File: src/design/sbc_pkg.sv
// Package of the swept box collision test: widths, side codes and the
// information that travels beside the divider. No dependencies.
package sbc_pkg;

  localparam int FRAC_BITS = 16;
  localparam int COORD_W   = 32;
  localparam int SIZE_W    = COORD_W - 1;
  localparam int STEP_W    = FRAC_BITS + 1;
  // Doubled center and half slab distances.
  localparam int C2_W      = COORD_W + 2;
  localparam int HALF_W    = COORD_W + 2;
  // Velocity times step, and the direction taken from it.
  localparam int PROD_W    = COORD_W + STEP_W + 1;
  localparam int D_W       = PROD_W - FRAC_BITS;
  // Divider numerator, divisor and signed quotient.
  localparam int NMAG_W    = HALF_W + 1;
  localparam int NUM_W     = NMAG_W + FRAC_BITS;
  localparam int DEN_W     = D_W;
  localparam int Q_W       = NUM_W + 1;
  // Contact offset product and the sum that follows it.
  localparam int PC_W      = D_W + 1 + FRAC_BITS + 2;
  localparam int SUM_W     = PC_W - FRAC_BITS + 1;

  localparam int LANES    = 4;
  localparam int LANE_XLO = 0;
  localparam int LANE_XHI = 1;
  localparam int LANE_YLO = 2;
  localparam int LANE_YHI = 3;

  typedef enum logic [2:0] {
    SIDE_NONE  = 3'd0,
    SIDE_POS_X = 3'd1,
    SIDE_NEG_X = 3'd2,
    SIDE_POS_Y = 3'd3,
    SIDE_NEG_Y = 3'd4
  } side_t;

  typedef struct packed {
    logic signed [C2_W-1:0] c2x;
    logic signed [C2_W-1:0] c2y;
    logic signed [D_W-1:0]  dx;
    logic signed [D_W-1:0]  dy;
    logic                   vzero;
    logic                   zx;
    logic                   zy;
    logic                   insx;
    logic                   insy;
    logic [LANES-1:0]       qneg;
  } side_info_t;

endpackage

File: src/design/sbc_resolve.sv
// Back end of the swept box collision test: quotient signs, slab overlap,
// hit decision, contact point and the output register. Depends on sbc_pkg.
module sbc_resolve (
  input  logic                                clk,
  input  logic                                rst_n,
  input  logic                                adv,
  input  logic                                in_vld,
  input  logic [sbc_pkg::LANES-1:0][sbc_pkg::NUM_W-1:0] in_quo,
  input  sbc_pkg::side_info_t                 in_info,
  output logic                                out_vld,
  output logic                                out_hit,
  output logic signed [sbc_pkg::COORD_W-1:0]  out_hit_time,
  output logic signed [sbc_pkg::COORD_W-1:0]  out_contact_x,
  output logic signed [sbc_pkg::COORD_W-1:0]  out_contact_y,
  output sbc_pkg::side_t                      out_side
);
  import sbc_pkg::*;

  // Clamp a wide signed value to the coordinate range.
  function automatic logic signed [COORD_W-1:0] sat_q(input logic signed [Q_W-1:0] v);
    logic all_one, all_zero;
    all_one  = &v[Q_W-1:COORD_W-1];
    all_zero = ~|v[Q_W-1:COORD_W-1];
    if (all_one || all_zero) begin
      return v[COORD_W-1:0];
    end else if (v[Q_W-1]) begin
      return {1'b1, {(COORD_W-1){1'b0}}};
    end else begin
      return {1'b0, {(COORD_W-1){1'b1}}};
    end
  endfunction

  // Stage 1: signed slab times.
  logic                  v1_r;
  logic signed [Q_W-1:0] q1_r [LANES];
  side_info_t            i1_r;
  // Stage 2: near and far time per axis, early miss.
  logic                  v2_r, miss2_r;
  logic signed [Q_W-1:0] nx2_r, fx2_r, ny2_r, fy2_r;
  side_info_t            i2_r;
  // Stage 3: combined entry time, exit sign and side.
  logic                  v3_r, miss3_r, hfneg3_r;
  logic signed [Q_W-1:0] hn3_r;
  side_t                 side3_r;
  side_info_t            i3_r;
  // Stage 4: range test, saturated time, contact offsets.
  logic                  v4_r, miss4_r, inr4_r;
  logic signed [COORD_W-1:0] ht4_r;
  logic signed [PC_W-1:0]    pcx4_r, pcy4_r;
  logic signed [C2_W-1:0]    c2x4_r, c2y4_r;
  side_t                 side4_r;
  // Stage 5: output register.
  logic                  v5_r, hit5_r;
  logic signed [COORD_W-1:0] ht5_r, cx5_r, cy5_r;
  side_t                 side5_r;

  logic signed [Q_W-1:0] q1_nxt [LANES];
  logic signed [Q_W-1:0] nx2_nxt, fx2_nxt, ny2_nxt, fy2_nxt;
  logic                  miss2_nxt, miss3_nxt, hfneg3_nxt;
  logic signed [Q_W-1:0] hn3_nxt;
  side_t                 side3_nxt;
  logic signed [PC_W-1:0] pcx4_nxt, pcy4_nxt;
  logic                  inr4_nxt;
  logic                  hit5_nxt;
  logic signed [COORD_W-1:0] ht5_nxt, cx5_nxt, cy5_nxt;
  side_t                 side5_nxt;

  // Stage 1: apply the quotient sign.
  always_comb begin
    for (int l = 0; l < LANES; l++) begin
      q1_nxt[l] = in_info.qneg[l] ? -$signed({1'b0, in_quo[l]})
                                  : $signed({1'b0, in_quo[l]});
    end
  end

  // Stage 2: order each slab's times; zero-direction slabs need the center inside.
  always_comb begin
    nx2_nxt = (q1_r[LANE_XLO] < q1_r[LANE_XHI]) ? q1_r[LANE_XLO] : q1_r[LANE_XHI];
    fx2_nxt = (q1_r[LANE_XLO] < q1_r[LANE_XHI]) ? q1_r[LANE_XHI] : q1_r[LANE_XLO];
    ny2_nxt = (q1_r[LANE_YLO] < q1_r[LANE_YHI]) ? q1_r[LANE_YLO] : q1_r[LANE_YHI];
    fy2_nxt = (q1_r[LANE_YLO] < q1_r[LANE_YHI]) ? q1_r[LANE_YHI] : q1_r[LANE_YLO];
    miss2_nxt = i1_r.vzero || (i1_r.zx && !i1_r.insx) || (i1_r.zy && !i1_r.insy) ||
                (i1_r.zx && i1_r.zy);
  end

  // Stage 3: an unbounded axis defers to the other; otherwise intersect slabs.
  always_comb begin
    logic signed [Q_W-1:0] hf;
    side_t sx, sy;
    sx = i2_r.dx[D_W-1] ? SIDE_POS_X : SIDE_NEG_X;
    sy = i2_r.dy[D_W-1] ? SIDE_POS_Y : SIDE_NEG_Y;
    miss3_nxt = miss2_r;
    if (i2_r.zx) begin
      hn3_nxt   = ny2_r;
      hf        = fy2_r;
      side3_nxt = sy;
    end else if (i2_r.zy) begin
      hn3_nxt   = nx2_r;
      hf        = fx2_r;
      side3_nxt = sx;
    end else begin
      if ((nx2_r > fy2_r) || (ny2_r > fx2_r)) begin
        miss3_nxt = 1'b1;
      end
      hn3_nxt = (nx2_r > ny2_r) ? nx2_r : ny2_r;
      hf      = (fx2_r < fy2_r) ? fx2_r : fy2_r;
      if (nx2_r > ny2_r) begin
        side3_nxt = sx;
      end else if (nx2_r < ny2_r) begin
        side3_nxt = sy;
      end else begin
        side3_nxt = SIDE_NONE;
      end
    end
    hfneg3_nxt = hf[Q_W-1];
  end

  // Stage 4: entry within one step, and the offset 2*d*t for the contact point.
  always_comb begin
    logic signed [D_W:0]       dx2, dy2;
    logic signed [FRAC_BITS+1:0] hs;
    dx2 = $signed({i3_r.dx, 1'b0});
    dy2 = $signed({i3_r.dy, 1'b0});
    hs  = $signed({1'b0, hn3_r[FRAC_BITS:0]});
    inr4_nxt = !hn3_r[Q_W-1] && (hn3_r[Q_W-2:FRAC_BITS] == '0);
    pcx4_nxt = PC_W'(dx2) * PC_W'(hs);
    pcy4_nxt = PC_W'(dy2) * PC_W'(hs);
  end

  // Stage 5: contact center, and zeroed fields on a miss.
  always_comb begin
    logic signed [SUM_W-1:0] sx, sy;
    sx = SUM_W'(c2x4_r) + SUM_W'($signed(pcx4_r[PC_W-1:FRAC_BITS]));
    sy = SUM_W'(c2y4_r) + SUM_W'($signed(pcy4_r[PC_W-1:FRAC_BITS]));
    hit5_nxt  = 1'b0;
    ht5_nxt   = '0;
    cx5_nxt   = '0;
    cy5_nxt   = '0;
    side5_nxt = SIDE_NONE;
    if (!miss4_r) begin
      ht5_nxt = ht4_r;
      if (inr4_r) begin
        hit5_nxt  = 1'b1;
        cx5_nxt   = sat_q(Q_W'($signed(sx[SUM_W-1:1])));
        cy5_nxt   = sat_q(Q_W'($signed(sy[SUM_W-1:1])));
        side5_nxt = side4_r;
      end
    end
  end

  // Valid bits of the five stages.
  always_ff @(posedge clk) begin
    if (!rst_n) begin
      v1_r <= 1'b0;
      v2_r <= 1'b0;
      v3_r <= 1'b0;
      v4_r <= 1'b0;
      v5_r <= 1'b0;
    end else if (adv) begin
      v1_r <= in_vld;
      v2_r <= v1_r;
      v3_r <= v2_r;
      v4_r <= v3_r;
      v5_r <= v4_r;
    end
  end

  // Stage payloads.
  always_ff @(posedge clk) begin
    if (adv) begin
      for (int l = 0; l < LANES; l++) begin
        q1_r[l] <= q1_nxt[l];
      end
      i1_r     <= in_info;
      nx2_r    <= nx2_nxt;
      fx2_r    <= fx2_nxt;
      ny2_r    <= ny2_nxt;
      fy2_r    <= fy2_nxt;
      miss2_r  <= miss2_nxt;
      i2_r     <= i1_r;
      miss3_r  <= miss3_nxt;
      hfneg3_r <= hfneg3_nxt;
      hn3_r    <= hn3_nxt;
      side3_r  <= side3_nxt;
      i3_r     <= i2_r;
      miss4_r  <= miss3_r || hfneg3_r;
      inr4_r   <= inr4_nxt;
      ht4_r    <= sat_q(hn3_r);
      pcx4_r   <= pcx4_nxt;
      pcy4_r   <= pcy4_nxt;
      c2x4_r   <= i3_r.c2x;
      c2y4_r   <= i3_r.c2y;
      side4_r  <= side3_r;
      hit5_r   <= hit5_nxt;
      ht5_r    <= ht5_nxt;
      cx5_r    <= cx5_nxt;
      cy5_r    <= cy5_nxt;
      side5_r  <= side5_nxt;
    end
  end

  assign out_vld       = v5_r;
  assign out_hit       = hit5_r;
  assign out_hit_time  = ht5_r;
  assign out_contact_x = cx5_r;
  assign out_contact_y = cy5_r;
  assign out_side      = side5_r;

endmodule

File: config.mk
export PLATFORM = sky130hd
export DESIGN_NAME = sbc_resolve
export DESIGN_NICKNAME = d
export VERILOG_FILES = /design/src/design/sbc_pkg.sv /design/src/design/sbc_resolve.sv
export SDC_FILE = /design/constraint.sdc
export NUM_CORES = 2
export LEC_CHECK = 0
export ABC_AREA = 0
export BUFFER_PORTS_ARGS = -buffer_cell sky130_fd_sc_hd__buf_2
export CELL_PAD_IN_SITES_DETAIL_PLACEMENT = 1
export CELL_PAD_IN_SITES_GLOBAL_PLACEMENT = 2
export CORE_ASPECT_RATIO = 1.5
export CORE_MARGIN = 2
export CORE_UTILIZATION = 39
export DETAILED_ROUTE_END_ITERATION = 16
export PLACE_DENSITY = 0.77
export SETUP_SLACK_MARGIN = 0.05
export SLEW_MARGIN = 25
export SYNTH_ARGS = -nofsm -noshare
export SYNTH_HDL_FRONTEND = slang
export SYNTH_SLANG_ARGS = --single-unit
File: constraint.sdc
create_clock -name clk -period 7.5 [get_ports clk]
set_clock_uncertainty 0.15 [all_clocks]
set_input_delay 1.5 -clock clk [delete_from_list [all_inputs] [get_ports clk]]
set_output_delay 1.5 -clock clk [all_outputs]
set_load 0.005 [all_outputs]
==> implementation parameters <==
Parameter                              Value

Synth
  Part of the Yosys area used for sequential elements ... 0.360
  Synthesized instance count ... 8993
  Leading cell types by count after synthesis ... sky130_fd_sc_hd__inv_1, sky130_fd_sc_hd__edfxtp_1, sky130_fd_sc_hd__fa_1
  Number of enable-type register cells in the synthesized netlist ... between 1k and 1.5k
  Cell type with the highest aggregate area in the netlist ... sky130_fd_sc_hd__edfxtp_1
  Flops & latches, synth ... roughly 1.2k
  FFs w/ async S/R, synth ... 0
  Number of library cell types mapped by synthesis ... 72
  Average cell area after synthesis ... about 11 µm²
  Post-synthesis instance area ... ~98000 µm²
  Post-synth top area share ... 0.359
  Main flop type after synthesis ... sky130_fd_sc_hd__edfxtp_1
  Yosys synthesis warning count ... 0
  Most common cell in the synthesized netlist ... sky130_fd_sc_hd__inv_1
  Cell types with the largest area share after synthesis ... sky130_fd_sc_hd__edfxtp_1, sky130_fd_sc_hd__fa_1, sky130_fd_sc_hd__ha_1, sky130_fd_sc_hd__inv_1, sky130_fd_sc_hd__nand2_1
  Synthesized Nets ... between 10k and 15k

Die
  Num rows ... around 220
  Die Ht ... 617 µm
  Floorplan die area ... about 250000 µm²
  Boundary Pins ... roughly 450
  Core area ... roughly 250000 µm²
  Starting utilization of the core area ... 0.393
  Horizontal extent of the die ... ~410 µm

Finish
  Area of all sequential standard cells ... ~35000 µm²
  NumNets Final ... between 10k and 15k
  Fraction of final layout cells sized beyond drive strength 1 ... 0.120
  Syn-to-layout area delta ... 12.5%
  Layout filler cell count ... between 20k and 30k
  Multi-input logic area ... around 55000 µm²
  Core occupancy in the finished layout ... 0.442

Min path
  Number of stages on the worst hold path ... 0
  WHS Endpoint ... c2y4_r[8]$_DFFE_PP_
  Class of the worst hold path ... reg2reg
  Min-delay src ... i3_r[85]$_DFFE_PP_

Worst setup path
  Worst Reg-to-Reg Cells ... 26
  Worst Path Arrival ... between 7 and 8 ns
  Slack of the worst reg-to-reg path ... about 0.17 ns
  Worst Setup Path Type ... reg2reg
  Critical register-to-register path endpoint ... pcy4_r[50]$_DFFE_PP_
  Worst reg2reg startpoint ... hn3_r[6]$_DFFE_PP_
  Maximum fanout along the worst path ... 35
  Worst path required time ... approximately 7.9 ns
  CP endpoint kind ... flop
  Worst Setup Start Kind ... flop

STA
  Actual slew at the worst max-slew pin ... 1.12 ns
  Hold Worst Slack ... 0.249 ns
  Worst path setup slack after routing ... about 0.17 ns
  Pins Over Slew Limit ... 0
  Unrepaired setup endpoints after global routing ... yes
  Relative slew slack ... 0.244
  Number of failing setup endpoints in the final timing report ... 0
  Highest attainable clock frequency ... 0.136 GHz
  Crit share post-route ... 0.978
  Period minus WS final ... about 7.3 ns
  Count of final hold-check violations ... 0

Detailed routing
  Detailed-route DRC error count ... 0
  WL per Instance ... roughly 24 µm
  Total wirelength of the detailed-routed design ... between 300 and 400 mm
  Average vias per placed instance ... about 5.3
  Vias after detailed routing ... ~68k
  Number of detailed-routing iterations run before antenna repair ... 5
  DRT antenna net count ... 0
  DRC violation total after the first TritonRoute iteration ... 3327

GRT
  Pin count of the biggest net entering global routing ... roughly 180
  Overall Global Routing Usage ... 0.245
  First-pass GRT wire length ... ~470 mm
  Antenna violations before repair ... 49
  Via count of the first global-routing pass ... approximately 77k
  Remaining global-route overflow ... 0

Placement
  Pre-CTS setup slack ... -0.291 ns
  Half-perimeter wire length after placement ... ~250 mm
  Port Buf Inserts ... between 400 and 500
  RD Place Congestion ... 0.897

CTS
  Clock tree sinks ... between 1k and 1.5k
  Hold-fix buffers, CTS ... 0
  Clock latency of the later-clocked register in the worst-skew pair ... 0.86 ns
  Maximum clock insertion buffer count ... 4
  Clock tree from TritonCTS ... done
  CTS Root Buffer Type ... sky130_fd_sc_hd__clkbuf_16
  Clock transition at the registers of the reported paths ... approximately 0.060 ns
  Number of levels the H-tree was split into ... 4
  Number of buffers added by the clock tree synthesis step ... 138

Status
  Outcome ... completed

Run
  Number of max-cap violations ... 0
## critical path, cell delays in order (launching register included)
cell and delay [ns]:
sky130_fd_sc_hd__edfxtp_1 0.41, sky130_fd_sc_hd__buf_12 0.20, sky130_fd_sc_hd__buf_4 0.19, sky130_fd_sc_hd__and2_1 0.19, sky130_fd_sc_hd__fa_1 0.55, sky130_fd_sc_hd__inv_1 0.05
sky130_fd_sc_hd__fa_1 0.40, sky130_fd_sc_hd__fa_1 0.53, sky130_fd_sc_hd__fa_1 0.55, sky130_fd_sc_hd__inv_1 0.05, sky130_fd_sc_hd__fa_1 0.39, sky130_fd_sc_hd__fa_1 0.59
sky130_fd_sc_hd__ha_4 0.23, sky130_fd_sc_hd__a211oi_2 0.28, sky130_fd_sc_hd__nand2_1 0.18, sky130_fd_sc_hd__a211oi_4 0.32, sky130_fd_sc_hd__buf_4 0.24, sky130_fd_sc_hd__a2111oi_4 0.08
sky130_fd_sc_hd__buf_4 0.17, sky130_fd_sc_hd__o2111ai_4 0.20, sky130_fd_sc_hd__a31oi_2 0.16, sky130_fd_sc_hd__buf_4 0.16, sky130_fd_sc_hd__buf_4 0.13, sky130_fd_sc_hd__a21oi_1 0.20
sky130_fd_sc_hd__o31a_1 0.18, sky130_fd_sc_hd__o21ai_1 0.08, sky130_fd_sc_hd__xnor2_1 0.14
## state kept, by name, indices dropped and copies added (netlist names), 3 cells and up
signal / flops
c2x4_r: 34
c2y4_r: 34
fx2_r: 52
fy2_r: 52
hn3_r: 52
ht4_r: 32
i1_r: 141
i2_r: 138
i3_r: 136
nx2_r: 52
ny2_r: 52
out_contact_x: 32
out_contact_y: 32
out_hit_time: 32
out_side: 3
pcx4_r: 37
pcy4_r: 37
q1_r: 208
side3_r: 3
side4_r: 3
## final cells by class
class	instances	area share
Antenna cell	17	0.000387
Clock buffer	162	0.0332
Clock inverter	75	0.00711
Inverter	1638	0.0560
Multi-Input combinational cell	5775	0.502
Sequential cell	1173	0.320
Tap cell	3277	0.0373
Timing Repair Buffer	706	0.0436
## repair_timing
item	in CTS	in global routing
gates cloned	0	6
resized for setup	7	59
pin swaps	1	13
endpoints found under the setup margin	26	28
buffers inserted	3	30
## through the flow
| stage | cells | TNS (ns) | area [µm²] |
|---|---|---|---|
| floorplan | 8993 | 0 | 97600 |
| global placement | 12529 | -0.612 | 105000 |
| detailed placement | 12529 | -2.24 | 105000 |
| CTS | 12769 | 0 | 109000 |
| global route | 12813 | -0.0534 | 110000 |
| finish | 12823 | 0 | 110000 |
## routing by layer
layer  routed length, µm  global-route usage
met5                 145                   0
met4               22900               0.154
met3               10300              0.0258
met2              169000               0.461
met1              112000               0.258
## placed cells by master (no fill, tap or decap), types with 19 or more instances in the layout
master                         n
sky130_fd_sc_hd__a31oi_1      21
sky130_fd_sc_hd__xnor2_1     280
sky130_fd_sc_hd__nor3_1       56
sky130_fd_sc_hd__o41ai_1      29
sky130_fd_sc_hd__nor2b_1      70
sky130_fd_sc_hd__clkinv_1     20
sky130_fd_sc_hd__nand3_1     148
sky130_fd_sc_hd__nand2_1     988
sky130_fd_sc_hd__and2_1      485
sky130_fd_sc_hd__clkbuf_1     19
sky130_fd_sc_hd__buf_4       199
sky130_fd_sc_hd__nand4_1     104
sky130_fd_sc_hd__o21ai_0     167
sky130_fd_sc_hd__buf_2       452
sky130_fd_sc_hd__mux2_2      155
sky130_fd_sc_hd__buf_12       34
sky130_fd_sc_hd__o21bai_1     20
sky130_fd_sc_hd__or4_1        45
sky130_fd_sc_hd__ha_1        616
sky130_fd_sc_hd__o21a_1       29
sky130_fd_sc_hd__a21o_1      221
sky130_fd_sc_hd__xor2_1       53
sky130_fd_sc_hd__mux2i_1     111
sky130_fd_sc_hd__edfxtp_1   1168
sky130_fd_sc_hd__a21oi_1     319
sky130_fd_sc_hd__fa_1       1092
sky130_fd_sc_hd__or3_1        27
sky130_fd_sc_hd__nor2_1      120
sky130_fd_sc_hd__o211ai_1     42
sky130_fd_sc_hd__nand2b_1     34
sky130_fd_sc_hd__inv_1      1635
sky130_fd_sc_hd__clkbuf_16   149
sky130_fd_sc_hd__o31ai_1     174
sky130_fd_sc_hd__nor4_1      126
## how the worst max path moves through the flow
stage                        start                   end  cells after the start
4_1_cts         hn3_r[7]$_DFFE_PP_  pcy4_r[50]$_DFFE_PP_                     27
3_3_place_gp    hn3_r[4]$_DFFE_PP_  pcy4_r[50]$_DFFE_PP_                     25
3_5_place_dp    hn3_r[4]$_DFFE_PP_  pcy4_r[50]$_DFFE_PP_                     25
5_1_grt        hn3_r[12]$_DFFE_PP_  pcy4_r[52]$_DFFE_PP_                     26
6_report        hn3_r[6]$_DFFE_PP_  pcy4_r[50]$_DFFE_PP_                     26
2_1_floorplan   hn3_r[9]$_DFFE_PP_  pcy4_r[52]$_DFFE_PP_                     24
## kinds of logic (layout without fill, tap and decap cells)
family	count (synthesis)	count (layout)	synth area share
compound gates	1170	1170	0.0791
xor+xnor	334	334	0.0300
fa+ha+maj	1723	1723	0.306
buf+inv	2045	2581	0.0787
flops	1173	1173	0.360
mux	267	267	0.0294
other cells	0	17	0
simple gates	2281	2281	0.117
Power is left out: the tool's default activity adds up to more than one toggle a clock period on the data nets, which glitch-free logic cannot reach.
